<file path="config.mk">
export PLATFORM = sky130hd
export DESIGN_NAME = dta_civil
export DESIGN_NICKNAME = d
export VERILOG_FILES = /design/src/sv/dta_pkg.sv /design/src/sv/dta_civil.sv
export SDC_FILE = /design/constraint.sdc
export NUM_CORES = 2
export LEC_CHECK = 0
export ABC_AREA = 1
export BUFFER_PORTS_ARGS = -buffer_cell sky130_fd_sc_hd__buf_2
export CORE_MARGIN = 2
export CORE_UTILIZATION = 50
export CTS_BUF_LIST = sky130_fd_sc_hd__clkbuf_8
export DETAILED_ROUTE_END_ITERATION = 8
export HOLD_SLACK_MARGIN = 0.03
export PLACE_DENSITY = 0.66
export SETUP_SLACK_MARGIN = 0.2
export SYNTH_ARGS = -nofsm -noshare
export SYNTH_HDL_FRONTEND = slang
export SYNTH_SLANG_ARGS = --single-unit
</file>
<file path="constraint.sdc">
create_clock -name clk -period 9.4 [get_ports clk]
set_clock_uncertainty 0.2 [all_clocks]
set_input_delay 1.88 -clock clk [delete_from_list [all_inputs] [get_ports clk]]
set_output_delay 1.88 -clock clk [all_outputs]
set_load 0.005 [all_outputs]
</file>
<file path="src/sv/dta_pkg.sv">
// ----------------------------------------------------------------------------
// dta_pkg: shared types and constants for the date and time adder
// Field widths, unit codes, calendar bounds, and the fixed-point reciprocals
// that turn constant divisions into multiplications.
// ----------------------------------------------------------------------------
package dta_pkg;

  localparam int MAX_YEAR     = 9999;
  localparam int SECS_PER_DAY = 60 * 60 * 24;

  localparam int YEAR_W  = 14;
  localparam int MONTH_W = 4;
  localparam int DAY_W   = 5;
  localparam int HOUR_W  = 5;
  localparam int MIN_W   = 6;
  localparam int SEC_W   = 6;
  localparam int AMT_W   = 32;
  localparam int UNIT_W  = 2;

  // Shifted year (year + 400) keeps every day number non-negative.
  localparam int YA_W   = 15;
  localparam int DAYS_W = 34;
  localparam int SOD_W  = 17;
  localparam int DOE_W  = 18;

  // Day-number window of years 1..MAX_YEAR in the shifted count.
  localparam int YA_MIN = 400;
  localparam int YA_MAX = MAX_YEAR + 400;
  localparam int W_MIN  = YA_MIN * 365 + YA_MIN / 4 - YA_MIN / 100 + YA_MIN / 400 + 306;
  localparam int W_MAX  = YA_MAX * 365 + YA_MAX / 4 - YA_MAX / 100 + YA_MAX / 400 + 275 + 30;
  localparam int WV_W   = $clog2(W_MAX + 1);
  localparam int ERA_W  = $clog2(W_MAX / 146097 + 1);
  localparam int ERA_S  = WV_W + 18;

  localparam logic signed [DAYS_W-1:0] W_LO = DAYS_W'(W_MIN);
  localparam logic signed [DAYS_W-1:0] W_HI = DAYS_W'(W_MAX);

  // Reciprocals: floor(2^S / D) + 1, exact for x * D < 2^S.
  localparam logic [WV_W:0] M_ERA    = (WV_W + 1)'((64'd1 << ERA_S) / 146097 + 1);
  localparam logic [18:0]   M_1460   = 19'((64'd1 << 29) / 1460 + 1);
  localparam logic [18:0]   M_36524  = 19'((64'd1 << 34) / 36524 + 1);
  localparam logic [18:0]   M_146096 = 19'((64'd1 << 36) / 146096 + 1);
  localparam logic [18:0]   M_365    = 19'((64'd1 << 27) / 365 + 1);
  localparam logic [9:0]    M_YOE100 = 10'((64'd1 << 16) / 100 + 1);
  localparam logic [11:0]   M_153    = 12'((64'd1 << 19) / 153 + 1);
  localparam logic [17:0]   M_HOUR   = 18'((64'd1 << 29) / 3600 + 1);
  localparam logic [12:0]   M_MIN    = 13'((64'd1 << 18) / 60 + 1);
  localparam logic [15:0]   M_Y100   = 16'((64'd1 << 22) / 100 + 1);
  localparam logic [15:0]   M_Y400   = 16'((64'd1 << 24) / 400 + 1);

  // Amount split: floor(2^32 / D), quotient low by at most one.
  localparam int SPLIT_S = 32;
  localparam int SPLIT_MW = 28;
  localparam logic [SPLIT_MW-1:0] M_SPLIT_SEC  = SPLIT_MW'((64'd1 << SPLIT_S) / SECS_PER_DAY);
  localparam logic [SPLIT_MW-1:0] M_SPLIT_MIN  = SPLIT_MW'((64'd1 << SPLIT_S) / 1440);
  localparam logic [SPLIT_MW-1:0] M_SPLIT_HOUR = SPLIT_MW'((64'd1 << SPLIT_S) / 24);

  typedef enum logic [UNIT_W-1:0] {
    UNIT_SEC  = 2'd0,
    UNIT_MIN  = 2'd1,
    UNIT_HOUR = 2'd2,
    UNIT_DAY  = 2'd3
  } unit_t;

  typedef struct packed {
    logic [YEAR_W-1:0]  year;
    logic [MONTH_W-1:0] month;
    logic [DAY_W-1:0]   day;
    logic [HOUR_W-1:0]  hour;
    logic [MIN_W-1:0]   minute;
    logic [SEC_W-1:0]   second;
  } dta_time_t;

  typedef struct packed {
    logic                     valid;
    logic signed [DAYS_W-1:0] w;
    logic [SOD_W-1:0]         sod;
    dta_time_t                orig;
  } dta_span_t;

  typedef struct packed {
    logic      valid;
    dta_time_t t;
    logic      range_error;
  } dta_res_t;

  // Units per day for each unit code.
  function automatic logic [16:0] split_div(unit_t u);
    logic [16:0] d;
    unique case (u)
      UNIT_SEC:  d = 17'(SECS_PER_DAY);
      UNIT_MIN:  d = 17'd1440;
      UNIT_HOUR: d = 17'd24;
      UNIT_DAY:  d = 17'd1;
    endcase
    return d;
  endfunction

  function automatic logic [SPLIT_MW-1:0] split_mag(unit_t u);
    logic [SPLIT_MW-1:0] m;
    unique case (u)
      UNIT_SEC:  m = M_SPLIT_SEC;
      UNIT_MIN:  m = M_SPLIT_MIN;
      UNIT_HOUR: m = M_SPLIT_HOUR;
      UNIT_DAY:  m = '0;
    endcase
    return m;
  endfunction

  function automatic logic [11:0] unit_scale(unit_t u);
    logic [11:0] s;
    unique case (u)
      UNIT_SEC:  s = 12'd1;
      UNIT_MIN:  s = 12'd60;
      UNIT_HOUR: s = 12'd3600;
      UNIT_DAY:  s = 12'd0;
    endcase
    return s;
  endfunction

  // First day of each month in a March-based year.
  function automatic logic [8:0] mp_start(logic [3:0] mp);
    logic [8:0] s;
    case (mp)
      4'd0:    s = 9'd0;
      4'd1:    s = 9'd31;
      4'd2:    s = 9'd61;
      4'd3:    s = 9'd92;
      4'd4:    s = 9'd122;
      4'd5:    s = 9'd153;
      4'd6:    s = 9'd184;
      4'd7:    s = 9'd214;
      4'd8:    s = 9'd245;
      4'd9:    s = 9'd275;
      4'd10:   s = 9'd306;
      4'd11:   s = 9'd337;
      default: s = 9'd0;
    endcase
    return s;
  endfunction

endpackage

</file>
<file path="src/sv/dta_civil.sv">
// ----------------------------------------------------------------------------
// dta_civil: back half of the adder pipeline (eight stages)
// Turns the day count back into year, month and day, splits the second of
// day into hour, minute and second, and picks the result or the start.
// ----------------------------------------------------------------------------
module dta_civil import dta_pkg::*; (
  input  logic      clk,
  input  logic      rst_n,
  input  logic      en,
  input  dta_span_t span_i,
  output dta_res_t  res_o
);

  localparam int NST = 7;

  logic [NST-1:0] v_r;
  logic [NST-1:0] ok_r;
  dta_time_t      orig_r [NST];

  logic ok_in;
  assign ok_in = (span_i.w >= W_LO) && (span_i.w <= W_HI);

  always_ff @(posedge clk) begin
    if (!rst_n) begin
      v_r <= '0;
    end else if (en) begin
      v_r <= {v_r[NST-2:0], span_i.valid};
    end
  end

  always_ff @(posedge clk) begin
    if (en) begin
      ok_r      <= {ok_r[NST-2:0], ok_in};
      orig_r[0] <= span_i.orig;
      for (int k = 1; k < NST; k++) begin
        orig_r[k] <= orig_r[k-1];
      end
    end
  end

  // stage 5: era and hour
  logic [WV_W-1:0]     wv;
  logic [2*WV_W:0]     ep;
  logic [34:0]         hp;
  logic [WV_W-1:0]     wv5_r;
  logic [ERA_W-1:0]    era5_r;
  logic [HOUR_W-1:0]   hr5_r;
  logic [SOD_W-1:0]    sod5_r;

  always_comb begin
    wv = span_i.w[WV_W-1:0];
    ep = (2*WV_W+1)'(wv) * (2*WV_W+1)'(M_ERA);
    hp = 35'(span_i.sod) * 35'(M_HOUR);
  end

  always_ff @(posedge clk) begin
    if (en) begin
      wv5_r  <= wv;
      era5_r <= ep[ERA_S +: ERA_W];
      hr5_r  <= hp[29 +: HOUR_W];
      sod5_r <= span_i.sod;
    end
  end

  // stage 6: day of era, seconds within the hour
  logic [WV_W-1:0]   era_days;
  logic [WV_W-1:0]   doe_full;
  logic [SOD_W-1:0]  r1_full;
  logic [DOE_W-1:0]  doe6_r;
  logic [ERA_W-1:0]  era6_r;
  logic [HOUR_W-1:0] hr6_r;
  logic [11:0]       r1_6_r;

  always_comb begin
    era_days = WV_W'(era5_r) * WV_W'(146097);
    doe_full = wv5_r - era_days;
    r1_full  = sod5_r - SOD_W'(hr5_r) * SOD_W'(3600);
  end

  always_ff @(posedge clk) begin
    if (en) begin
      doe6_r <= doe_full[DOE_W-1:0];
      era6_r <= era5_r;
      hr6_r  <= hr5_r;
      r1_6_r <= r1_full[11:0];
    end
  end

  // stage 7: leap corrections, minute
  logic [36:0]       pa, pb, pc;
  logic [24:0]       pm;
  logic [DOE_W-1:0]  doe7_r;
  logic [6:0]        a7_r;
  logic [2:0]        b7_r;
  logic              c7_r;
  logic [ERA_W-1:0]  era7_r;
  logic [HOUR_W-1:0] hr7_r;
  logic [MIN_W-1:0]  mi7_r;
  logic [11:0]       r1_7_r;

  always_comb begin
    pa = 37'(doe6_r) * 37'(M_1460);
    pb = 37'(doe6_r) * 37'(M_36524);
    pc = 37'(doe6_r) * 37'(M_146096);
    pm = 25'(r1_6_r) * 25'(M_MIN);
  end

  always_ff @(posedge clk) begin
    if (en) begin
      doe7_r <= doe6_r;
      a7_r   <= pa[29 +: 7];
      b7_r   <= pb[34 +: 3];
      c7_r   <= pc[36];
      era7_r <= era6_r;
      hr7_r  <= hr6_r;
      mi7_r  <= pm[18 +: MIN_W];
      r1_7_r <= r1_6_r;
    end
  end

  // stage 8: adjusted day count, second
  logic [11:0]       sec_full;
  logic [DOE_W-1:0]  t8_r, doe8_r;
  logic [ERA_W-1:0]  era8_r;
  logic [HOUR_W-1:0] hr8_r;
  logic [MIN_W-1:0]  mi8_r;
  logic [SEC_W-1:0]  sec8_r;

  assign sec_full = r1_7_r - 12'(mi7_r) * 12'(60);

  always_ff @(posedge clk) begin
    if (en) begin
      t8_r   <= doe7_r - DOE_W'(a7_r) + DOE_W'(b7_r) - DOE_W'(c7_r);
      doe8_r <= doe7_r;
      era8_r <= era7_r;
      hr8_r  <= hr7_r;
      mi8_r  <= mi7_r;
      sec8_r <= sec_full[SEC_W-1:0];
    end
  end

  // stage 9: year of era
  logic [36:0]       py;
  logic [8:0]        yoe9_r;
  logic [DOE_W-1:0]  doe9_r;
  logic [ERA_W-1:0]  era9_r;
  logic [HOUR_W-1:0] hr9_r;
  logic [MIN_W-1:0]  mi9_r;
  logic [SEC_W-1:0]  sec9_r;

  assign py = 37'(t8_r) * 37'(M_365);

  always_ff @(posedge clk) begin
    if (en) begin
      yoe9_r <= py[27 +: 9];
      doe9_r <= doe8_r;
      era9_r <= era8_r;
      hr9_r  <= hr8_r;
      mi9_r  <= mi8_r;
      sec9_r <= sec8_r;
    end
  end

  // stage 10: day of year
  logic [18:0]       p100;
  logic [DOE_W-1:0]  ydays;
  logic [DOE_W-1:0]  doy_full;
  logic [8:0]        doy10_r, yoe10_r;
  logic [ERA_W-1:0]  era10_r;
  logic [HOUR_W-1:0] hr10_r;
  logic [MIN_W-1:0]  mi10_r;
  logic [SEC_W-1:0]  sec10_r;

  always_comb begin
    p100     = 19'(yoe9_r) * 19'(M_YOE100);
    ydays    = DOE_W'(yoe9_r) * DOE_W'(365) + DOE_W'(yoe9_r >> 2) - DOE_W'(p100[16 +: 2]);
    doy_full = doe9_r - ydays;
  end

  always_ff @(posedge clk) begin
    if (en) begin
      doy10_r <= doy_full[8:0];
      yoe10_r <= yoe9_r;
      era10_r <= era9_r;
      hr10_r  <= hr9_r;
      mi10_r  <= mi9_r;
      sec10_r <= sec9_r;
    end
  end

  // stage 11: March-based month
  logic [10:0]       x5;
  logic [22:0]       pmp;
  logic [3:0]        mp11_r;
  logic [8:0]        doy11_r, yoe11_r;
  logic [ERA_W-1:0]  era11_r;
  logic [HOUR_W-1:0] hr11_r;
  logic [MIN_W-1:0]  mi11_r;
  logic [SEC_W-1:0]  sec11_r;

  always_comb begin
    x5  = 11'(doy10_r) * 11'(5) + 11'(2);
    pmp = 23'(x5) * 23'(M_153);
  end

  always_ff @(posedge clk) begin
    if (en) begin
      mp11_r  <= pmp[19 +: 4];
      doy11_r <= doy10_r;
      yoe11_r <= yoe10_r;
      era11_r <= era10_r;
      hr11_r  <= hr10_r;
      mi11_r  <= mi10_r;
      sec11_r <= sec10_r;
    end
  end

  // stage 12: calendar fields, range select
  logic [8:0]         dd;
  logic [MONTH_W-1:0] mm;
  logic [16:0]        yy;

  always_comb begin
    dd = doy11_r - mp_start(mp11_r) + 9'd1;
    mm = (mp11_r < 4'd10) ? mp11_r + 4'd3 : mp11_r - 4'd9;
    yy = 17'(yoe11_r) + 17'(era11_r) * 17'(400) + 17'(mm <= MONTH_W'(2)) - 17'(400);
  end

  always_ff @(posedge clk) begin
    if (!rst_n) begin
      res_o.valid <= 1'b0;
    end else if (en) begin
      res_o.valid <= v_r[NST-1];
    end
  end

  always_ff @(posedge clk) begin
    if (en) begin
      if (ok_r[NST-1]) begin
        res_o.t.year   <= yy[YEAR_W-1:0];
        res_o.t.month  <= mm;
        res_o.t.day    <= dd[DAY_W-1:0];
        res_o.t.hour   <= hr11_r;
        res_o.t.minute <= mi11_r;
        res_o.t.second <= sec11_r;
        res_o.range_error <= 1'b0;
      end else begin
        res_o.t           <= orig_r[NST-1];
        res_o.range_error <= 1'b1;
      end
    end
  end

endmodule

</file>
Word-level counts from Yosys, hierarchy flattened
Memories as Yosys holds them, arrays and structs flattened. A register that Yosys moved wholly into a read port is not among the register bits.
Index checks and enable logic that the tools add are counted.
W data, S select, Z words.
{ "word_totals": {"reg_bits": 356, "output_inout_bits": 42, "ramBits": 280, "romBits": 144, "mem_count": 2, "input_bits": 95, "word_cells": 94} }
{ "classes": {"mux": 5, "addsub": 17, "mul": 14, "n_lt_le_gt_ge": 4, "reduce_logical": 1} }
{ "mem_list": {"columns": ["memory", "words", "width", "rd", "rd_ports_with_merged_regs", "wr", "line", "text"], "rows": [
  ["orig_r", 7, 40, 7, 0, 7, "dta_civil.sv:18", "dta_time_t orig_r [NST];"],
  ["(no name shown)", 16, 9, 1, 1, 0, "dta_pkg.sv:124", "case (mp)"]
]} }
{ "op_table": {"columns": ["cell", "count"], "rows": [
  ["$mul A18 B16 Y33 const B", 2],
  ["$mul A22 B22 Y44 const B", 1],
  ["$mux W41", 1],
  ["$mul A18 B19 Y37 const B", 1],
  ["$ge A34 B19 Y1 const B", 1],
  ["$le A34 B23 Y1 const B", 1],
  ["$mul A17 B18 Y34 const B", 1],
  ["$mul A11 B12 Y23 const B", 1],
  ["$mul A12 B12 Y23 const B", 1],
  ["$add A18 B3 Y18", 1],
  ["$mul A5 B18 Y18 const B", 1],
  ["$sub A18 B1 Y18", 1],
  ["$sub A18 B18 Y18", 1],
  ["$sub A18 B7 Y18", 1],
  ["$add A14 B1 Y14", 1],
  ["$add A9 B14 Y14", 1],
  ["$mul A9 B6 Y14 const B", 1],
  ["$sub A14 B9 Y14 const B", 1],
  ["$sub A12 B12 Y12", 1],
  ["$add A11 B2 Y11 const B", 1],
  ["$mul A9 B3 Y11 const B", 1],
  ["$mul A5 B5 Y10 const B", 1],
  ["$add A9 B7 Y9", 1],
  ["$mul A9 B9 Y9 const B", 1],
  ["other kinds (14)", 16]
]} }

Logic depth before layout (Yosys ltp)
{ "logic_depth": {"depth_word": 6, "ltp_mapped": 37, "depth_no_buf": 37} }

Least setup slack after synthesis
OpenSTA, ideal clock, no wires.
{ "synth_timing": {"path_kind": "input -> register", "from": "input port span_i[59] in the netlist's numbering", "to": "register era5_r[2], data pin", "t_required_ns": 8.942, "n_path_buf": 0, "t_arrival_ns": 6.679, "slack_ns": 2.263, "path_stages": 16, "setup_time_ns": 0.258, "cell_sequence": "fa_1 inv_1 fa_1 fa_1 inv_1 fa_1 fa_1 fa_1 fa_1 ha_1 nand2_1 nor4_2 nand3_1 or2_0 nand3_1 xor2_1"} }
{ "synth_between": {"elab_chain_cells": 1} }
{ "synth_lines": {"columns": ["item", "line", "text"], "rows": [
  ["from (decl)", "dta_civil.sv:10", "input dta_span_t span_i,"],
  ["$mul A22 B22 Y44", "dta_civil.sv:52", "ep = (2*WV_W+1)'(wv) * (2*WV_W+1)'(M_ERA);"],
  ["named net ep[42]", "dta_civil.sv:43", "logic [2*WV_W:0] ep;"],
  ["to (signal assigned)", "dta_civil.sv:59", "era5_r <= ep[ERA_S +: ERA_W];"],
  ["to (decl)", "dta_civil.sv:46", "logic [ERA_W-1:0] era5_r;"]
]} }
The timed path passes the listed nets, and every way through them passes these cells.
A chain may end at the register's enable or synchronous reset.

==> summary.md <==
| Metric | Value |
|---|---|
| Syn Inst Count | `5533` |
| Register Area | `19100 um2` |
| Startpoint Class | `register` |
| Fin crit share | `0.756` |
| Htree depth | `3` |
| Drc violations | `0` |
| Asr flop ratio synth | `0` |
| First-pass GRT wire length | `205000 um` |
| Top-count cell post-synth | `inv_1` |
| Number of fillers in the final layout | `10400` |
| Cell taking the most area after synthesis | `edfxtp_1` |
| Via count | `37700` |
| Routed WL | `126000 um` |
| Crit path kind | `reg -> reg` |
| Worst-Skew Late Latency | `0.75 ns` |
| Gpl congestion | `0.913` |
| Yosys top cell area share | `0.311` |
| Largest cells by area after synthesis | `edfxtp_1 (31%), ha_1 (24%), fa_1 (22%), inv_1 (8.2%), nand2_1 (4.0%)` |
| Final core occ | `0.545` |
| Top cell by count, worst path | `nand2_1` |
| Post-synth cell types | `49` |
| R2r setup slk | `2.29 ns` |
| Most used flip-flop cell after synthesis | `edfxtp_1` |
| Chip height | `352 um` |
| Most frequent cells after synthesis | `inv_1 (1322), ha_1 (1141), fa_1 (671)` |
| Placed Cells | `7290` |
| Clk buf depth | `3` |
| Finished Layout Cells | `7477` |
| Num rows | `127` |
| Fin area | `65400 um2` |
| CTS tree | `built` |
| Largest net degree at the start of global routing | `189` |
| Sink Count | `640` |
| Hpwl dp | `104000 um` |
| Post-route setup TNS | `0 ns` |
| RR Startpoint | `doy10_r[1]` |
| Tmin final | `7.11 ns` |
| Setup crit end kind | `register` |
| GRT Total Usage | `0.211` |
| I/O pin count | `137` |
| Pins over their slew limit | `0` |
| Detailed Routing Iterations Pass 1 | `5` |
| Slowest CP cell | `fa_1` |
| Initial Utilization | `0.504` |
| CTS buffer count | `103` |
| Initial DRC Count | `1859` |
| Worst Hold Depth | `0` |
| Critical path required time | `9.82 ns` |
| PortBufs | `136` |
| Synth Net Count | `7440` |
| Vias per cell | `5.04` |
| Largest fanout on the critical path | `6` |
| Area growth syn-to-layout | `8.05%` |
| Final antenna-violating net count | `0` |
| Remaining Overflow, GRT | `0` |
| Status | `finished clean` |
| EDFF count, synth | `627` |
| Number of synthesized register bits | `640` |
| Multi-input combinational cell area | `36400 um2` |
| Slew HR | `0.309` |
| Placement Cell Area | `63300 um2` |
| Hold Path End | `orig_r[4][37]` |
| Clk slew on worst S/H paths | `0.06 ns` |
| Setup crit start | `doy10_r[1]` |
| # setup viols final | `0` |
| Critical Path AT | `7.53 ns` |
| Gates resized, CTS repair | `0` |
| Die area | `124000 um2` |
| RSZ-0062 raised after global routing | `no` |
| Post-CTS Setup Inserts | `0` |
| Number of global-route vias before repair | `39700` |
| Reg2Reg Depth | `32` |
| Layout cell share with drive strength beyond 1 | `0.0549` |
| Count of nets after finishing | `7690` |
| Hold Startpoint | `orig_r[3][37]` |
| Routed WL per cell | `16.8 um` |
| Fin. Hold Viols | `0` |
| CP max stage delay | `0.55 ns` |
| Worst hold path class | `reg -> reg` |
| Post-synthesis cell area | `60500 um2` |
| CORE AREA | `120000 um2` |
| Post-synthesis sequential area ratio | `0.316` |
| Syn avg cell area | `10.9 um2` |
| Hold_buf cts | `0` |
| Max Cap Violations | `0` |
| Worst slew pin tran | `1.04 ns` |
| Initial antenna violation count | `3` |
| CTS root buf | `clkbuf_8` |
| Synth warn | `0` |
| Fmax | `0.141 GHz` |
| Die W | `352 um` |
metrics by stage:
stage	hold slack, ns	setup WS (ns)
CTS	0.175	2.22
global route	0.201	1.69
global placement	0.200	1.68
detailed placement	0.205	1.67
finish	0.188	2.29
floorplan	0.200	2.26
flip-flops by register name, indices dropped and copies added, names as in the netlist, 12 cells and up, named ones only:
register	cells
wv5_r	18
doe7_r	18
sod5_r	12
orig_r	280
t8_r	18
doe6_r	18
r1_6_r	12
res_o	42
how the worst max path moves through the flow:
| stage | cells past startpoint | endpoint | slack, ns |
|---|---|---|---|
| after CTS | 32 | register | 2.22 |
| after global routing | 28 | register | 1.69 |
| after floorplan | 16 | era5_r[2] | 2.26 |
| final | 32 | register | 2.29 |
| after detailed placement | 18 | era5_r[4] | 1.67 |
| after global placement | 18 | era5_r[4] | 1.68 |
routing by layer:
| layer | vias up | wire (um) | track usage |
|---|---|---|---|
| li1 | 18500 | - | - |
| met4 | 2 | 2190 | 0.0438 |
| met1 | 18400 | 58200 | 0.290 |
| met3 | 128 | 5050 | 0.0330 |
| met5 | - | 13 | 0 |
| met2 | 629 | 60200 | 0.354 |
final cells by class:
class | count | area share
clock buffers | 103 | 0.0217
well taps | 1612 | 0.0309
inverters | 1322 | 0.0759
repair buffers | 156 | 0.0131
multi-input cells | 3560 | 0.557
diodes | 3 | 0.000115
clock inverters | 81 | 0.00940
flip-flops and latches | 640 | 0.292
critical path, delay by kind of cell (launching register included):
| kind | cells | cell delay, ns |
|---|---|---|
| AOI/OAI and AO/OA | 7 | 1.53 |
| adders and majority gates | 9 | 3.48 |
| buffers and inverters | 3 | 0.29 |
| DFF | 1 | 0.49 |
| and+or+nand+nor | 13 | 1.01 |
cell usage in the layout (no fill, tap or decap), types with 13 or more instances in the layout:
cell type  instances
nor2_1           206
buf_4             19
xnor2_1           57
xor2_1            78
clkbuf_8         103
nand3_1          119
nand2_1          641
buf_2            135
a21o_1            25
a31oi_1           19
edfxtp_1         627
nor4_1            19
o21bai_1          17
fa_1             671
a21oi_1          231
ha_1            1141
o21ai_0          134
nor3_1            42
nand4_1           54
inv_1           1350
o211ai_1          13
clkinv_1          19
dfxtp_1           13
cell families after synthesis:
logic type,share of synthesized area
compound gates,0.0460
xor+xnor,0.0195
flops,0.316
simple gates,0.0780
buf+inv,0.0827
fa+ha+maj,0.458
Power is left out: the tool's default activity adds up to more than one toggle a clock period on the data nets, which glitch-free logic cannot reach.
