[config.mk]
export PLATFORM = sky130hd
export DESIGN_NAME = dta_span
export DESIGN_NICKNAME = d
export VERILOG_FILES = /design/src/sv/dta_pkg.sv /design/src/sv/dta_span.sv
export SDC_FILE = /design/constraint.sdc
export NUM_CORES = 2
export LEC_CHECK = 0
export BUFFER_PORTS_ARGS = -buffer_cell sky130_fd_sc_hd__buf_2
export CAP_MARGIN = 20
export CORE_ASPECT_RATIO = 1.25
export CORE_MARGIN = 2
export CORE_UTILIZATION = 55
export CTS_CLUSTER_SIZE = 30
export DETAILED_ROUTE_END_ITERATION = 6
export PLACE_DENSITY = 0.72
export SYNTH_ARGS = -nofsm -noshare
export SYNTH_HDL_FRONTEND = slang
export SYNTH_SLANG_ARGS = --single-unit
[constraint.sdc]
create_clock -name clk -period 9.55 [get_ports clk]
set_input_delay 0 -clock clk [delete_from_list [all_inputs] [get_ports clk]]
set_output_delay 0 -clock clk [all_outputs]
set_load 0.005 [all_outputs]
[src/sv/dta_pkg.sv]
// ----------------------------------------------------------------------------
// dta_pkg: shared types and constants for the date and time adder
// Field widths, unit codes, calendar bounds, and the fixed-point reciprocals
// that turn constant divisions into multiplications.
// ----------------------------------------------------------------------------
package dta_pkg;

  localparam int MAX_YEAR     = 9999;
  localparam int SECS_PER_DAY = 60 * 60 * 24;

  localparam int YEAR_W  = 14;
  localparam int MONTH_W = 4;
  localparam int DAY_W   = 5;
  localparam int HOUR_W  = 5;
  localparam int MIN_W   = 6;
  localparam int SEC_W   = 6;
  localparam int AMT_W   = 32;
  localparam int UNIT_W  = 2;

  // Shifted year (year + 400) keeps every day number non-negative.
  localparam int YA_W   = 15;
  localparam int DAYS_W = 34;
  localparam int SOD_W  = 17;
  localparam int DOE_W  = 18;

  // Day-number window of years 1..MAX_YEAR in the shifted count.
  localparam int YA_MIN = 400;
  localparam int YA_MAX = MAX_YEAR + 400;
  localparam int W_MIN  = YA_MIN * 365 + YA_MIN / 4 - YA_MIN / 100 + YA_MIN / 400 + 306;
  localparam int W_MAX  = YA_MAX * 365 + YA_MAX / 4 - YA_MAX / 100 + YA_MAX / 400 + 275 + 30;
  localparam int WV_W   = $clog2(W_MAX + 1);
  localparam int ERA_W  = $clog2(W_MAX / 146097 + 1);
  localparam int ERA_S  = WV_W + 18;

  localparam logic signed [DAYS_W-1:0] W_LO = DAYS_W'(W_MIN);
  localparam logic signed [DAYS_W-1:0] W_HI = DAYS_W'(W_MAX);

  // Reciprocals: floor(2^S / D) + 1, exact for x * D < 2^S.
  localparam logic [WV_W:0] M_ERA    = (WV_W + 1)'((64'd1 << ERA_S) / 146097 + 1);
  localparam logic [18:0]   M_1460   = 19'((64'd1 << 29) / 1460 + 1);
  localparam logic [18:0]   M_36524  = 19'((64'd1 << 34) / 36524 + 1);
  localparam logic [18:0]   M_146096 = 19'((64'd1 << 36) / 146096 + 1);
  localparam logic [18:0]   M_365    = 19'((64'd1 << 27) / 365 + 1);
  localparam logic [9:0]    M_YOE100 = 10'((64'd1 << 16) / 100 + 1);
  localparam logic [11:0]   M_153    = 12'((64'd1 << 19) / 153 + 1);
  localparam logic [17:0]   M_HOUR   = 18'((64'd1 << 29) / 3600 + 1);
  localparam logic [12:0]   M_MIN    = 13'((64'd1 << 18) / 60 + 1);
  localparam logic [15:0]   M_Y100   = 16'((64'd1 << 22) / 100 + 1);
  localparam logic [15:0]   M_Y400   = 16'((64'd1 << 24) / 400 + 1);

  // Amount split: floor(2^32 / D), quotient low by at most one.
  localparam int SPLIT_S = 32;
  localparam int SPLIT_MW = 28;
  localparam logic [SPLIT_MW-1:0] M_SPLIT_SEC  = SPLIT_MW'((64'd1 << SPLIT_S) / SECS_PER_DAY);
  localparam logic [SPLIT_MW-1:0] M_SPLIT_MIN  = SPLIT_MW'((64'd1 << SPLIT_S) / 1440);
  localparam logic [SPLIT_MW-1:0] M_SPLIT_HOUR = SPLIT_MW'((64'd1 << SPLIT_S) / 24);

  typedef enum logic [UNIT_W-1:0] {
    UNIT_SEC  = 2'd0,
    UNIT_MIN  = 2'd1,
    UNIT_HOUR = 2'd2,
    UNIT_DAY  = 2'd3
  } unit_t;

  typedef struct packed {
    logic [YEAR_W-1:0]  year;
    logic [MONTH_W-1:0] month;
    logic [DAY_W-1:0]   day;
    logic [HOUR_W-1:0]  hour;
    logic [MIN_W-1:0]   minute;
    logic [SEC_W-1:0]   second;
  } dta_time_t;

  typedef struct packed {
    logic                     valid;
    logic signed [DAYS_W-1:0] w;
    logic [SOD_W-1:0]         sod;
    dta_time_t                orig;
  } dta_span_t;

  typedef struct packed {
    logic      valid;
    dta_time_t t;
    logic      range_error;
  } dta_res_t;

  // Units per day for each unit code.
  function automatic logic [16:0] split_div(unit_t u);
    logic [16:0] d;
    unique case (u)
      UNIT_SEC:  d = 17'(SECS_PER_DAY);
      UNIT_MIN:  d = 17'd1440;
      UNIT_HOUR: d = 17'd24;
      UNIT_DAY:  d = 17'd1;
    endcase
    return d;
  endfunction

  function automatic logic [SPLIT_MW-1:0] split_mag(unit_t u);
    logic [SPLIT_MW-1:0] m;
    unique case (u)
      UNIT_SEC:  m = M_SPLIT_SEC;
      UNIT_MIN:  m = M_SPLIT_MIN;
      UNIT_HOUR: m = M_SPLIT_HOUR;
      UNIT_DAY:  m = '0;
    endcase
    return m;
  endfunction

  function automatic logic [11:0] unit_scale(unit_t u);
    logic [11:0] s;
    unique case (u)
      UNIT_SEC:  s = 12'd1;
      UNIT_MIN:  s = 12'd60;
      UNIT_HOUR: s = 12'd3600;
      UNIT_DAY:  s = 12'd0;
    endcase
    return s;
  endfunction

  // First day of each month in a March-based year.
  function automatic logic [8:0] mp_start(logic [3:0] mp);
    logic [8:0] s;
    case (mp)
      4'd0:    s = 9'd0;
      4'd1:    s = 9'd31;
      4'd2:    s = 9'd61;
      4'd3:    s = 9'd92;
      4'd4:    s = 9'd122;
      4'd5:    s = 9'd153;
      4'd6:    s = 9'd184;
      4'd7:    s = 9'd214;
      4'd8:    s = 9'd245;
      4'd9:    s = 9'd275;
      4'd10:   s = 9'd306;
      4'd11:   s = 9'd337;
      default: s = 9'd0;
    endcase
    return s;
  endfunction

endpackage

[src/sv/dta_span.sv]
// ----------------------------------------------------------------------------
// dta_span: front half of the adder pipeline (four stages)
// Splits the amount into whole days and leftover seconds, builds the start
// day number, and sums both into a day count and a second of day.
// ----------------------------------------------------------------------------
module dta_span import dta_pkg::*; (
  input  logic                    clk,
  input  logic                    rst_n,
  input  logic                    en,
  input  logic                    in_valid,
  input  dta_time_t               in_time,
  input  logic signed [AMT_W-1:0] in_amount,
  input  logic [UNIT_W-1:0]       in_unit,
  output dta_span_t               span_o
);

  // stage 1
  logic [YA_W-1:0]    yp, ya;
  logic [MONTH_W-1:0] m_eff;
  logic               m_low;
  logic [3:0]         mp;
  logic [AMT_W-2:0]   u;
  logic [58:0]        sp;

  logic                    v1_r;
  dta_time_t               orig1_r;
  logic signed [AMT_W-1:0] amt1_r;
  unit_t                   unit1_r;
  logic [AMT_W-2:0]        u1_r;
  logic [26:0]             qe1_r;
  logic [23:0]             y365_1_r;
  logic [YA_W-1:0]         ya1_r;
  logic [8:0]              doy1_r;
  logic [SOD_W-1:0]        sod1_r;

  always_comb begin
    yp = YA_W'(in_time.year) + YA_W'(400);
    if (in_time.month == '0) begin
      m_eff = MONTH_W'(1);
    end else if (in_time.month > MONTH_W'(12)) begin
      m_eff = MONTH_W'(12);
    end else begin
      m_eff = in_time.month;
    end
    m_low = (m_eff <= MONTH_W'(2));
    ya    = m_low ? yp - YA_W'(1) : yp;
    mp    = m_low ? m_eff + 4'd9 : m_eff - 4'd3;
    u     = in_amount[AMT_W-1] ? ~in_amount[AMT_W-2:0] : in_amount[AMT_W-2:0];
    sp    = 59'(u) * 59'(split_mag(unit_t'(in_unit)));
  end

  always_ff @(posedge clk) begin
    if (!rst_n) begin
      v1_r <= 1'b0;
    end else if (en) begin
      v1_r <= in_valid;
    end
  end

  always_ff @(posedge clk) begin
    if (en) begin
      orig1_r  <= in_time;
      amt1_r   <= in_amount;
      unit1_r  <= unit_t'(in_unit);
      u1_r     <= u;
      qe1_r    <= sp[SPLIT_S +: 27];
      y365_1_r <= 24'(ya) * 24'(365);
      ya1_r    <= ya;
      doy1_r   <= mp_start(mp);
      sod1_r   <= SOD_W'(in_time.hour) * SOD_W'(3600) + SOD_W'(in_time.minute) * SOD_W'(60)
                + SOD_W'(in_time.second);
    end
  end

  // stage 2: correct the quotient estimate, century terms
  logic [16:0]      d2;
  logic [43:0]      qd_full;
  logic [AMT_W-2:0] r_raw;
  logic             fix;
  logic [30:0]      c100_p;
  logic [30:0]      c400_p;

  logic                    v2_r;
  dta_time_t               orig2_r;
  logic signed [AMT_W-1:0] amt2_r;
  unit_t                   unit2_r;
  logic [26:0]             q2_r;
  logic [16:0]             r2_r;
  logic [23:0]             dna2_r;
  logic [7:0]              c100_2_r;
  logic [5:0]              c400_2_r;
  logic [8:0]              doy2_r;
  logic [SOD_W-1:0]        sod2_r;

  always_comb begin
    d2      = split_div(unit1_r);
    qd_full = 44'(qe1_r) * 44'(d2);
    r_raw   = u1_r - qd_full[AMT_W-2:0];
    fix     = (r_raw >= (AMT_W-1)'(d2));
    c100_p  = 31'(ya1_r) * 31'(M_Y100);
    c400_p  = 31'(ya1_r) * 31'(M_Y400);
  end

  always_ff @(posedge clk) begin
    if (!rst_n) begin
      v2_r <= 1'b0;
    end else if (en) begin
      v2_r <= v1_r;
    end
  end

  always_ff @(posedge clk) begin
    if (en) begin
      orig2_r  <= orig1_r;
      amt2_r   <= amt1_r;
      unit2_r  <= unit1_r;
      q2_r     <= fix ? qe1_r + 27'd1 : qe1_r;
      r2_r     <= fix ? 17'(r_raw - (AMT_W-1)'(d2)) : r_raw[16:0];
      dna2_r   <= y365_1_r + 24'(ya1_r >> 2);
      c100_2_r <= c100_p[22 +: 8];
      c400_2_r <= c400_p[24 +: 6];
      doy2_r   <= doy1_r;
      sod2_r   <= sod1_r;
    end
  end

  // stage 3: floor quotient and remainder, start day number
  logic [16:0]              d3, rf;
  logic [DAYS_W-1:0]        qs;
  logic [28:0]              rs_full;
  logic                     neg;

  logic                     v3_r;
  dta_time_t                orig3_r;
  logic signed [DAYS_W-1:0] qd3_r;
  logic [16:0]              rs3_r;
  logic [23:0]              dnb3_r;
  logic [SOD_W-1:0]         sod3_r;

  always_comb begin
    neg     = amt2_r[AMT_W-1];
    d3      = split_div(unit2_r);
    rf      = neg ? d3 - 17'd1 - r2_r : r2_r;
    qs      = DAYS_W'(q2_r);
    rs_full = 29'(rf) * 29'(unit_scale(unit2_r));
  end

  always_ff @(posedge clk) begin
    if (!rst_n) begin
      v3_r <= 1'b0;
    end else if (en) begin
      v3_r <= v2_r;
    end
  end

  always_ff @(posedge clk) begin
    if (en) begin
      orig3_r <= orig2_r;
      if (unit2_r == UNIT_DAY) begin
        qd3_r <= DAYS_W'(amt2_r);
        rs3_r <= '0;
      end else begin
        qd3_r <= neg ? ~qs : qs;
        rs3_r <= rs_full[16:0];
      end
      dnb3_r <= dna2_r + 24'(c400_2_r) + 24'(doy2_r) + 24'(orig2_r.day) - 24'(1)
              - 24'(c100_2_r);
      sod3_r <= sod2_r;
    end
  end

  // stage 4: second of day with day carry, total day count
  logic [SOD_W:0]           st;
  logic [1:0]               carry;
  logic [SOD_W:0]           sl;

  always_comb begin
    st = (SOD_W+1)'(rs3_r) + (SOD_W+1)'(sod3_r);
    if (st >= (SOD_W+1)'(2 * SECS_PER_DAY)) begin
      carry = 2'd2;
      sl    = st - (SOD_W+1)'(2 * SECS_PER_DAY);
    end else if (st >= (SOD_W+1)'(SECS_PER_DAY)) begin
      carry = 2'd1;
      sl    = st - (SOD_W+1)'(SECS_PER_DAY);
    end else begin
      carry = 2'd0;
      sl    = st;
    end
  end

  always_ff @(posedge clk) begin
    if (!rst_n) begin
      span_o.valid <= 1'b0;
    end else if (en) begin
      span_o.valid <= v3_r;
    end
  end

  always_ff @(posedge clk) begin
    if (en) begin
      span_o.w    <= $signed(DAYS_W'(dnb3_r)) + qd3_r + $signed(DAYS_W'(carry));
      span_o.sod  <= sl[SOD_W-1:0];
      span_o.orig <= orig3_r;
    end
  end

endmodule

* Yosys cells after proc, flatten, opt, wreduce, memory -nomap -nowiden
Memory sizes are Yosys's and may differ from the RTL's. A register that Yosys moved wholly into a read port is not among the register bits. Index checks and enable logic that the tools add are counted.
Word-level totals: register bits after elaboration 597, output and inout port bits 92, ROM bits 144, logic and storage cells 118, memories 1, input port bits 78
Memory list:
- (no name shown) | words 16, width 9, read ports 1, clocked after memory_dff 1, write ports 0, line dta_pkg.sv:124 | case (mp)
Cells by class: reductions and logical operators 4, add/sub/neg operators 22, bitwise gates (word level) 2, multiplexer cells 18, eq/ne operators 9, multipliers 7, $lt $le $gt $ge 5
Operators by type and width (number):
- 17-bit case mux with 4 select lines | 2
- 28-bit case mux with 4 select lines | 1
- 17-bit 2-to-1 mux | 4
- 34-bit 2-to-1 mux | 2
- 31-bit by 28-bit multiplier with 59-bit output | 1
- 12-bit case mux with 4 select lines | 1
- 25-bit by 34-bit adder with 34-bit output | 1
- 34-bit by 3-bit adder with 34-bit output | 1
- 27-bit inverter with 34-bit output | 1
- 17-bit subtractor | 2
- 31-bit by 17-bit >= comparator with 1-bit output | 1
- 27-bit by 17-bit multiplier with 31-bit output | 1
- 31-bit 2-to-1 mux | 1
- 31-bit inverter | 1
- 31-bit subtractor | 1
- 27-bit by 1-bit adder with 27-bit output, second input constant | 1
- 15-bit by 13-bit multiplier with 27-bit output, second input constant | 1
- 27-bit 2-to-1 mux | 1
- 24-bit by 13-bit adder with 24-bit output | 1
- 24-bit by 5-bit adder with 24-bit output | 1
- 24-bit by 6-bit adder with 24-bit output | 1
- 24-bit by 9-bit adder with 24-bit output | 1
- 15-bit by 9-bit multiplier with 24-bit output, second input constant | 1
- 24-bit by 1-bit subtractor with 24-bit output, second input constant | 1
- other kinds (26) | 37

* Depth between registers and ports, before layout
depth after elaboration 6, depth in mapped cells 37, depth with buffers taken out 36

* Worst setup path before layout
No wires, ideal clock.
path kind register to register, start point reg unit1_r[1], end point reg q2_r[1] (data pin), data required time 9.290 ns, stages on the path, launching flop included 37, path buffers 4, arrival time 8.037 ns, setup time 0.260 ns, setup slack 1.252 ns, clock period less this slack 8.298 ns, path through edfxtp_1 -> clkbuf_1 -> clkbuf_1 -> nor2b_1 -> and2_1 -> ha_1 -> fa_1 -> ha_1 -> inv_1 -> fa_1 -> fa_1 -> inv_1 -> fa_1 -> inv_1 -> ha_1 -> clkbuf_1 -> a21oi_1 -> o21ai_0 -> nor3_1 -> nor2_1 -> a21o_1 -> a21oi_1 -> o21bai_1 -> a21oi_1 -> xnor2_1 -> ha_1 -> a21oi_1 -> o221ai_1 -> a2111oi_0 -> and4b_1 -> nand4_1 -> nor4_1 -> nand4_1 -> a2111oi_4 -> o211ai_4 -> buf_6 -> mux2_4
Between the ends: cells in the longest elaborated chain, start to end 6, elaborated cells between the ends (all ways) 9, classes of those cells add/sub (1); mul (1); order compare (1); eq/ne (3); mux (2); reduce/logical (1)
RTL lines:
- from (decl) | line dta_span.sv:28 | unit_t unit1_r;
- from (signal assigned) | line dta_span.sv:64 | unit1_r <= unit_t'(in_unit);
- 2-bit == test, or another cell as far along | line dta_pkg.sv:90 | unique case (u)
- 17-bit case mux with 4 select lines (*) | line dta_pkg.sv:90
- 27-bit by 17-bit multiplier with 31-bit output | line dta_span.sv:97 | qd_full = 44'(qe1_r) * 44'(d2);
- 31-bit subtractor | line dta_span.sv:98 | r_raw = u1_r - qd_full[AMT_W-2:0];
- 31-bit by 17-bit >= comparator with 1-bit output (*) | line dta_span.sv:99 | fix = (r_raw >= (AMT_W-1)'(d2));
- 27-bit 2-to-1 mux (*) | line dta_span.sv:117 | q2_r <= fix ? qe1_r + 27'd1 : qe1_r;
- to (signal assigned) | line dta_span.sv:117
- to (decl) | line dta_span.sv:87 | logic [26:0] q2_r;
Every way passes the cells marked *; elsewhere a longest branch is shown, timed or not. The select of a mux whose other input is x is not followed. A chain may end at the register's enable or synchronous reset.

* Final worst setup path
start point in in_unit[0], end point reg qe1_r[26] (data pin)
Between the ends: cells in the longest elaborated chain, start to end 3, elaborated cells between the ends (all ways) 6, classes of those cells mul (1); eq/ne (3); mux (1); reduce/logical (1)
RTL lines:
- from (decl) | line dta_span.sv:13 | input logic [UNIT_W-1:0] in_unit,
- 2-bit == test, or another cell as far along | line dta_pkg.sv:101 | unique case (u)
- 28-bit case mux with 4 select lines (*) | line dta_pkg.sv:101
- 31-bit by 28-bit multiplier with 59-bit output (*) | line dta_span.sv:49 | sp = 59'(u) * 59'(split_mag(unit_t'(in_unit)));
- named net sp[58] | line dta_span.sv:23 | logic [58:0] sp;
- to (signal assigned) | line dta_span.sv:66 | qe1_r <= sp[SPLIT_S +: 27];
- to (decl) | line dta_span.sv:30 | logic [26:0] qe1_r;
Mark *: on every way through the listed nets, which the timed path passes. The rest lies on a longest branch. The select of a mux whose other input is x is not followed.

==> results.json <==
{
  "outcome": "finished clean",
  "n_antenna_cell": 0,
  "synthArstFlopShare": 0,
  "synth_nets": 8030,
  "nNetsFinal": 8299,
  "critPathKind": "in2reg",
  "globalplace.congestion": 0.9831,
  "reg2reg_depth": 35,
  "clk_pin_slew_worst_paths_ns": 0.06,
  "dpl-instance-area_mm2": 0.06915,
  "hp-class": "in2reg",
  "dr.pass1.iters": 6,
  "antenna_found_initial": 4,
  "setup_ws_ns": 0.4888,
  "synth_warnings": 0,
  "mappedNetlistArea_mm2": 0.06622,
  "route.antenna.remaining_nets": 0,
  "cts_tree": "yes",
  "root_buffer": "clkbuf_16",
  "max-clock-path-buffers": 3,
  "dp_hpwl_um": 134900,
  "cp-end-kind": "flip-flop",
  "setup_violations": 0,
  "final_area_mm2": 0.07208,
  "synth.distinct_cells": 82,
  "fp.dieW_um": 314.4,
  "wl_um": 158800,
  "cpMaxStageDelayCell": "ha_1",
  "clk_latency_ns": 0.64,
  "fin_crit_ns": 9.061,
  "drt-initial-drc-count": 2752,
  "rsz0062_at_grt": "false",
  "ys_ff_latch": 590,
  "dieHeight_um": 391.9,
  "cpPeakStageDelay_ns": 0.69,
  "initial_core_util": 0.5530,
  "tns_ns": 0,
  "num_rows": 142,
  "ioPinCount": 170,
  "finalHoldViolations": 0,
  "period_share": 0.9488,
  "synth-edff-count": 586,
  "via_per_inst": 5.337,
  "worstSetupStartpointType": "input pin",
  "grt_max_degree": 186,
  "dp_slack_ns": 0.2070,
  "ys_seq_area_frac": 0.2669,
  "crit_required_ns": 9.94,
  "slew_viol_final": 0,
  "first_global_vias": 45583,
  "synthToLayoutAreaGrowth_pct": 8.846,
  "finClkSkew_ns": 0.01375,
  "remaining_drc_errors": 0,
  "whs_path_depth": 2,
  "drive_gt1_frac": 0.05723,
  "ys.flop_type": "edfxtp_1",
  "crit_fanout": 21,
  "maxCapViolCount": 0,
  "fmax_mhz": 110.4,
  "cts_max_level": 2,
  "dieArea_mm2": 0.1232,
  "grt_pass1_wl_um": 251300,
  "grt_use_total": 0.2659,
  "syn_inst": 6092,
  "core_area_mm2": 0.1198,
  "routedWlPerCell_um": 19.86,
  "slew_headroom": 0.2846,
  "cts_inserted_buffers": 61,
  "place.port_buffers": 169,
  "syn_area_per_cell_um2": 10.87,
  "critPathArrivalTime_ns": 9.46,
  "vias": 42678,
  "gr-total-overflow": 0,
  "timing.hold.ws_ns": 0.07437,
  "clock_sinks": 590,
  "tightest_slew_ns": 1.073,
  "cp_common_cell": "fa_1"
}
==> metal layers <==
layer | up-vias | part of all wire | global-route usage | wire, um
met2 | 1138 | 0.51 | 0.4774 | 81340
met3 | 310 | 0.044 | 0.02474 | 7066
li1 | 20057 | - | - | -
met4 | 2 | 0.045 | 0.1021 | 7126
met1 | 21171 | 0.40 | 0.3312 | 63280
met5 | - | 0.000082 | 0 | 13
==> repair_timing <==
action | in CTS | in global routing
endpoints found under the setup margin | 0 | 10
resized for setup | 0 | 2
hold buffers | 76 | 0
hold endpoints to repair | 234 | 0
setup buffers | 0 | 0
==> state kept, by name, indices dropped and copies added (netlist names), 8 cells and up <==
signal	flops
c100_2_r	8
r2_r	17
rs3_r	17
doy1_r	9
orig1_r	40
amt1_r	32
qd3_r	32
qe1_r	27
q2_r	27
orig2_r	40
ya1_r	13
doy2_r	9
y365_1_r	24
span_o	92
sod3_r	15
orig3_r	40
amt2_r	32
sod2_r	15
dnb3_r	24
u1_r	31
sod1_r	15
dna2_r	24
==> stage by stage <==
step | util | std cells
2_1_floorplan | - | 6092
3_3_place_gp | 0.5775 | 7805
3_5_place_dp | 0.5775 | 7805
4_1_cts | 0.6017 | 7996
5_1_grt | 0.6019 | 7997
6_report | 0.6019 | 7997
==> synth_stat cells, types with 5 or more instances <==
master / number / area, um2
ha_1: 974 / 12190
o2111ai_1: 7 / 61.31
o32ai_1: 5 / 43.79
nand4_1: 29 / 181.4
and3b_1: 6 / 52.55
o21ai_0: 153 / 765.7
nor2b_1: 94 / 588.1
mux2i_1: 14 / 140.1
and3_1: 44 / 275.3
or2_2: 15 / 93.84
a21boi_0: 10 / 75.07
a311oi_1: 7 / 61.31
buf_2: 8 / 40.04
nor3_1: 60 / 300.3
a31oi_1: 17 / 106.4
fa_1: 886 / 17740
o211ai_1: 11 / 82.58
nor4_1: 10 / 62.56
clkbuf_1: 79 / 296.5
a21o_1: 63 / 473.0
nor3b_1: 10 / 75.07
a211o_1: 6 / 52.55
xnor2_1: 236 / 2067
edfxtp_1: 586 / 17600
nand3_1: 44 / 220.2
or3_1: 17 / 106.4
nand2_1: 257 / 964.7
a211oi_1: 23 / 172.7
o21bai_1: 29 / 217.7
a2111oi_0: 6 / 52.55
nor4b_1: 6 / 52.55
o211a_1: 5 / 50.05
inv_1: 1534 / 5758
o22ai_1: 7 / 43.79
o31ai_1: 8 / 60.06
a31o_2: 5 / 43.79
a21oi_1: 167 / 835.8
o21a_1: 30 / 225.2
nand3b_1: 13 / 97.59
nand2b_1: 78 / 488.0
and2_1: 129 / 807.0
nor2_1: 215 / 807.0
o41ai_1: 6 / 52.55
xor2_1: 115 / 1007
==> critical path, delay by kind of cell <==
kind,cells,cell delay (ns)
AO/OA/AOI/OAI,10,2.72
AND/OR/NAND/NOR,3,0.97
adder cells (fa/ha/maj),9,4.62
XOR/XNOR,1,0.13
buffers and inverters,6,1.00
==> layout make-up <==
type,instances,area [um2]
inverter,1535,5762
timing repair buffer,298,2090
tap,1584,1982
sequential,590,17680
clock inverter,52,604.3
clock buffer,63,1534
fill,9803,47670
multi-input combinational,3875,42430
==> cell families after synthesis <==
| family | count (synthesis) | synth area share |
|---|---|---|
| AOI/OAI and AO/OA | 597 | 0.05761 |
| xor gates and xnor gates | 354 | 0.04744 |
| adders and majority gates | 1861 | 0.4520 |
| buffers and inverters | 1627 | 0.09249 |
| DFF | 590 | 0.2669 |
| muxes | 20 | 0.003250 |
| and+or+nand+nor | 1043 | 0.08024 |
==> final timing paths <==
check	startpoint	to	slack (ns)
worst max-delay path	in_unit[0]	qe1_r[26]$_DFFE_PP_	0.49
worst min-delay path	in_time[21]	orig1_r[21]$_DFFE_PP_	0.07
worst max register to register	unit1_r[1]$_DFFE_PP_	q2_r[20]$_DFFE_PP_	0.74
worst min register to register	orig1_r[27]$_DFFE_PP_	orig2_r[27]$_DFFE_PP_	0.41
==> layout by cell type (no fill, tap or decap), types with 9 or more instances in the layout <==
cell type	synthesis	final
a211oi_1	23	23
a21boi_0	10	10
a21o_1	63	63
a21oi_1	167	167
a31oi_1	17	17
and2_1	129	129
and3_1	44	44
buf_2	8	168
buf_4	0	47
bufinv_16	0	9
clkbuf_16	0	61
clkinv_2	0	10
dlygate4sd3_1	0	76
edfxtp_1	586	586
fa_1	886	886
ha_1	974	973
inv_1	1534	1534
mux2i_1	14	14
nand2_1	257	257
nand2b_1	78	78
nand3_1	44	44
nand3b_1	13	13
nand4_1	29	29
nor2_1	215	215
nor2b_1	94	93
nor3_1	60	60
nor3b_1	10	10
nor4_1	10	9
o211ai_1	11	11
o21a_1	30	30
o21ai_0	153	153
o21bai_1	29	29
or2_2	15	15
or3_1	17	17
xnor2_1	236	236
xor2_1	115	115
Power is left out: the tool's default activity adds up to more than one toggle a clock period on the data nets, which glitch-free logic cannot reach.
